$ cat config.mk
export PLATFORM = sky130hd
export DESIGN_NAME = rru_ctrl
export DESIGN_NICKNAME = d
export VERILOG_FILES = /design/src/hdl/rru_pkg.sv /design/src/hdl/rru_ctrl.sv
export SDC_FILE = /design/constraint.sdc
export NUM_CORES = 1
export LEC_CHECK = 0
export BUFFER_PORTS_ARGS = -buffer_cell sky130_fd_sc_hd__buf_2
export CAP_MARGIN = 20
export CORE_AREA = 2 2 39 41
export DETAILED_ROUTE_END_ITERATION = 10
export DIE_AREA = 0 0 41 43
export SETUP_SLACK_MARGIN = 0.15
export SLEW_MARGIN = 20
export SYNTH_ARGS = -nofsm -noshare
export SYNTH_HDL_FRONTEND = slang
export SYNTH_SLANG_ARGS = --single-unit
$ cat constraint.sdc
create_clock -name clk -period 1.8 [get_ports clk]
set_clock_uncertainty 0.15 [all_clocks]
set_input_delay 0.09 -clock clk [delete_from_list [all_inputs] [get_ports clk]]
set_output_delay 0.09 -clock clk [all_outputs]
set_load 0.01 [all_outputs]
$ cat src/hdl/rru_pkg.sv
// Package: types and constants shared by the register rename unit
package rru_pkg;
  localparam int LOG_REGS = 32;
  localparam int PHYS_REGS = 128;
  localparam int FIFO_DEPTH = PHYS_REGS - LOG_REGS;
  localparam int LW = 5;
  localparam int PW = 7;
  localparam int FW = 7;
  localparam int VW = 32;

  localparam logic [2:0] ACT_RENAME = 3'd0;
  localparam logic [2:0] ACT_WB = 3'd1;
  localparam logic [2:0] ACT_COMMIT = 3'd2;
  localparam logic [2:0] ACT_FLUSH = 3'd3;
  localparam logic [2:0] ACT_READ = 3'd4;

  typedef struct packed {
    logic [2:0] action;
    logic [LW-1:0] src1_logical;
    logic [LW-1:0] src2_logical;
    logic [LW-1:0] dest_logical;
    logic [PW-1:0] phys_reg;
    logic [VW-1:0] write_value;
  } in_item_t;

  typedef struct packed {
    logic ok;
    logic [PW-1:0] src1_phys;
    logic src1_rdy;
    logic [VW-1:0] src1_val;
    logic [PW-1:0] src2_phys;
    logic src2_rdy;
    logic [VW-1:0] src2_val;
    logic [PW-1:0] dest_phys;
    logic [FW-1:0] free_count;
    logic [31:0] renames_done;
    logic [31:0] stalls_seen;
  } out_item_t;

  // controller -> datapath
  typedef struct packed {
    logic load;      // latch input item
    logic rd_a;      // issue first read phase
    logic exec;      // perform action
    logic scan;      // one flush/commit scan step
    logic scan_clr;  // start scan
    logic finish;    // build result
  } dp_cmd_t;

  // datapath -> controller
  typedef struct packed {
    logic [2:0] action;
    logic scan_done;
  } dp_sts_t;
endpackage

$ cat src/hdl/rru_ctrl.sv
// Controller: sequences each item through lookup, execute, scan (commit and flush only) and result
module rru_ctrl (
  input  logic clk,
  input  logic rst_n,
  input  logic in_valid,
  output logic in_stall,
  output logic out_valid,
  input  logic out_stall,
  input  rru_pkg::dp_sts_t sts,
  output rru_pkg::dp_cmd_t cmd
);
  localparam logic [2:0] S_IDLE = 3'd0;
  localparam logic [2:0] S_RD = 3'd1;
  localparam logic [2:0] S_EX = 3'd2;
  localparam logic [2:0] S_SCAN = 3'd3;
  localparam logic [2:0] S_OUT = 3'd4;

  logic [2:0] state_r, state_nxt;
  logic ov_r, ov_nxt;
  logic accept;

  assign in_stall = (state_r != S_IDLE);
  assign accept = in_valid && !in_stall;
  assign out_valid = ov_r;

  always_comb begin
    state_nxt = state_r;
    ov_nxt = ov_r && out_stall;
    cmd = '0;
    case (state_r)
      S_IDLE: begin
        if (accept) begin
          cmd.load = 1'b1;
          state_nxt = S_RD;
        end
      end
      S_RD: begin
        cmd.rd_a = 1'b1;
        state_nxt = S_EX;
      end
      S_EX: begin
        cmd.exec = 1'b1;
        if (sts.action inside {rru_pkg::ACT_FLUSH, rru_pkg::ACT_COMMIT}) begin
          cmd.scan_clr = 1'b1;
          state_nxt = S_SCAN;
        end else begin
          state_nxt = S_OUT;
        end
      end
      S_SCAN: begin
        cmd.scan = 1'b1;
        if (sts.scan_done) state_nxt = S_OUT;
      end
      S_OUT: begin
        // wait here until the result register is free or being taken
        if (!ov_r || !out_stall) begin
          cmd.finish = 1'b1;
          ov_nxt = 1'b1;
          state_nxt = S_IDLE;
        end
      end
      default: state_nxt = S_IDLE;
    endcase
  end

  always_ff @(posedge clk) begin
    if (!rst_n) begin
      state_r <= S_IDLE;
      ov_r <= 1'b0;
    end else begin
      state_r <= state_nxt;
      ov_r <= ov_nxt;
    end
  end
endmodule

==> impl_summary.txt <==
----------------------------------------------------
[Pwr]
  Cell Int Power ... 198 µW
  Combinational Power Share ... 0.205
  Peak supply drop ... about 0.00030 V
  Fraction of power consumed by the clock network ... 0.408
  Net switching component of the power ... 67.9 µW
  Sequential share of power ... 0.388
  Cell leakage power ... roughly 0.17 nW
  Proportion of total power due to net switching ... 0.255
  Total power divided by cell area ... about 750 nW/µm²
  Sum of internal, switching and leakage power ... 266 µW

[Job]
  Reported max-cap violation count ... 0

[Placement]
  Placed Instance Area ... 314 µm²
  Port Buffers ... 14
  Worst setup slack before clock tree synthesis ... 520 ps
  Cells after DPL ... 57
  Routability congestion estimate from global placement ... 0.665
  Detail Placement HPWL ... 435 µm

[STA]
  Max-slew violation count ... 0
  Clock period minus worst slack ... approximately 1500 ps
  Normalized max-slew margin ... 0.819
  Setup TNS ... 0 ps
  Final number of hold-violating endpoints ... 0
  Slew at the pin closest to its max-slew limit ... around 270 ps
  Highest Clock Rate ... 654 MHz
  RSZ-0062 raised after global routing ... false
  Min Hold Slack ... 42.8 ps
  Final setup violation count ... 0
  Final cycle utilization of the critical path ... 0.849
  Fin worst setup slack ... around 270 ps

[Worst setup path]
  Largest fanout of any net on the critical path ... 6
  Required @ worst endpoint ... 1560 ps
  Reg-to-reg critical path endpoint ... state_r[2]
  Worst reg-to-reg path cell count ... 3
  Critical Path Source Type ... flop
  Setup slack on the worst flop-to-flop path ... 510 ps
  Worst Setup End Kind ... primary output
  Launching element of the worst setup path ... state_r[2]
  Worst path arrival time ... approximately 1300 ps
  Reg-to-Reg Start ... state_r[2]
  Crit Path Category ... flop to primary output
  Worst setup endpoint ... cmd[0]

[Layout]
  Antenna cell count ... 0
  Total area of multi-input combinational cells ... 140 µm²
  Number of fill cells ... 147
  Signed area change from the synthesized netlist to the final layout ... 51.6%
  Final net count ... between 50 and 60
  Top library cells by usage in the layout, fill and taps aside ... sky130_fd_sc_hd__buf_2, sky130_fd_sc_hd__nor2_1, sky130_fd_sc_hd__dfxtp_1, sky130_fd_sc_hd__clkbuf_4
  Non-filler cells in the finished layout ... 62
  Most common cell after layout, fill and taps aside ... sky130_fd_sc_hd__buf_2
  Proportion of layout cells with a drive suffix above 1 ... 0.435
  Fin util ... 0.258
  Layout Cell Area excl Fill ... 357 µm²
  Sequential standard cell area ... ~80 µm²

[Clock tree]
  Number of buffers inserted during clock tree synthesis ... 3
  # resized after CTS ... 0
  CTS max path bufs ... 2
  Root Driver ... sky130_fd_sc_hd__clkbuf_4
  Hold Buf Count CTS ... 2
  Latest clock arrival within the worst-skew pair ... 230 ps
  Count of clock tree sinks ... 4
  Clock slew at the register clock pins of the worst setup and hold paths ... 40 ps
  Number of buffers inserted to repair setup after CTS ... 0
  Deepest level of the CTS H-tree ... 1
  CTS tree ... yes

[Logic synthesis]
  Flip-flop and latch count after synthesis ... 4
  Number of warning messages in the yosys log ... 0
  Synth unique cells ... 18
  Post-synthesis instance area ... 235 µm²
  Sequential area share after synthesis ... 0.340
  Number of instances in the synthesized netlist ... 28
  Average cell area after synthesis ... 8.40 µm²
  Syn Nets ... 36

[Die]
  Number of cell rows ... 14
  I/O pins ... 16
  Height of the chip ... around 43 µm
  Placeable Area ... 1380 µm²
  Total die area ... between 1500 and 2000 µm²
  DIE WIDTH ... ~41 µm
  Initial Utilization ... 0.170

[Min path]
  Start point of the worst min-delay path ... sts[0]
  Hold Crit Class ... input pin to flop

[Route]
  Post-Route WL ... 553 µm
  Via density ... 4.15
  Remaining DRCs ... 0
  Count of vias placed by the detailed router ... ~260
  Drt wl/cell ... ~8.9 µm
  Count of nets left with antenna violations after detail routing ... 0
  Number of optimization iterations in the first detailed-route pass ... 2
  DRC violation total after the first TritonRoute iteration ... 7

[Status]
  Result of the run ... completed

[Global route]
  Global-route usage over all layers ... 0.0802
  Via count of the first global-routing pass ... 243
  Pin count of the biggest net entering global routing ... 10
  Initial antenna violation count ... 0
  Global route total overflow ... 0
  First-pass GRT wire length ... 862 µm

----------------------------------------------------
flip-flops by register name, summed over array words and instances, names as in the netlist:
register	cells
state_r	3
out_valid	1
per-layer routing:
| metal | GRT usage | routed length [µm] | part of all wire | vias up |
|---|---|---|---|---|
| met3 | 0.0785 | 74 | 0.13 | 0 |
| met4 | 0.0400 | 0 | 0 | 0 |
| met1 | 0.0705 | 239 | 0.43 | 110 |
| met2 | 0.116 | 239 | 0.43 | 12 |
| met5 | 0 | 0 | 0 | - |
| li1 | - | - | - | 135 |
synthesized netlist by cell type:
cell type | number | share of area
sky130_fd_sc_hd__nand2b_1 | 2 | 0.053
sky130_fd_sc_hd__o32ai_1 | 1 | 0.037
sky130_fd_sc_hd__or3b_4 | 1 | 0.048
sky130_fd_sc_hd__nor2b_1 | 2 | 0.053
sky130_fd_sc_hd__a21oi_1 | 2 | 0.043
sky130_fd_sc_hd__inv_1 | 1 | 0.016
sky130_fd_sc_hd__buf_6 | 1 | 0.048
sky130_fd_sc_hd__dfxtp_1 | 4 | 0.34
sky130_fd_sc_hd__a21boi_1 | 1 | 0.032
sky130_fd_sc_hd__a22oi_1 | 1 | 0.032
sky130_fd_sc_hd__nor2_1 | 4 | 0.064
sky130_fd_sc_hd__and2_1 | 1 | 0.027
sky130_fd_sc_hd__or3_2 | 1 | 0.032
sky130_fd_sc_hd__nor4b_1 | 1 | 0.037
sky130_fd_sc_hd__nor3_1 | 1 | 0.021
sky130_fd_sc_hd__nor3b_2 | 1 | 0.053
sky130_fd_sc_hd__a211oi_1 | 1 | 0.032
sky130_fd_sc_hd__nand2_1 | 2 | 0.032
power by group through the flow:
stage                     Combinational [mW]  Clock [mW]  Sequential [mW]
final                                 0.0545       0.109            0.103
after floorplan                       0.0364           0            0.101
after global placement                0.0515           0            0.104
after CTS                             0.0554       0.116            0.103
after detailed placement              0.0521           0            0.105
after global routing                  0.0619       0.125            0.105
cells by family (layout without fill, tap and decap cells):
kind of cell,Yosys count,in the layout,share of synthesized area
simple gates,16,16,0.420
flops,4,4,0.340
compound gates,6,6,0.176
buf+inv,2,20,0.0638
worst max-delay path, stage by stage (launching register included):
cell,delay (ps)
sky130_fd_sc_hd__dfxtp_1,390
sky130_fd_sc_hd__or3b_4,410
sky130_fd_sc_hd__a21oi_1,110
sky130_fd_sc_hd__buf_2,140
worst min-delay path by stage:
stage / end / slack [ps] / depth (start not counted)
5_1_grt: state_r[0] / 60 / 3
2_1_floorplan: state_r[2] / 60 / 1
4_1_cts: state_r[1] / 40 / 4
3_5_place_dp: state_r[2] / 190 / 2
6_report: state_r[1] / 40 / 4
3_3_place_gp: state_r[2] / 180 / 2
cell type report:
| cell class | count | area share |
|---|---|---|
| Multi-Input combinational cell | 22 | 0.393 |
| Timing Repair Buffer | 16 | 0.253 |
| Sequential cell | 4 | 0.225 |
| Clock buffer | 3 | 0.0632 |
| Tap cell | 16 | 0.0561 |
| Inverter | 1 | 0.0105 |
Note: power is estimated with default switching activity, not from simulation.
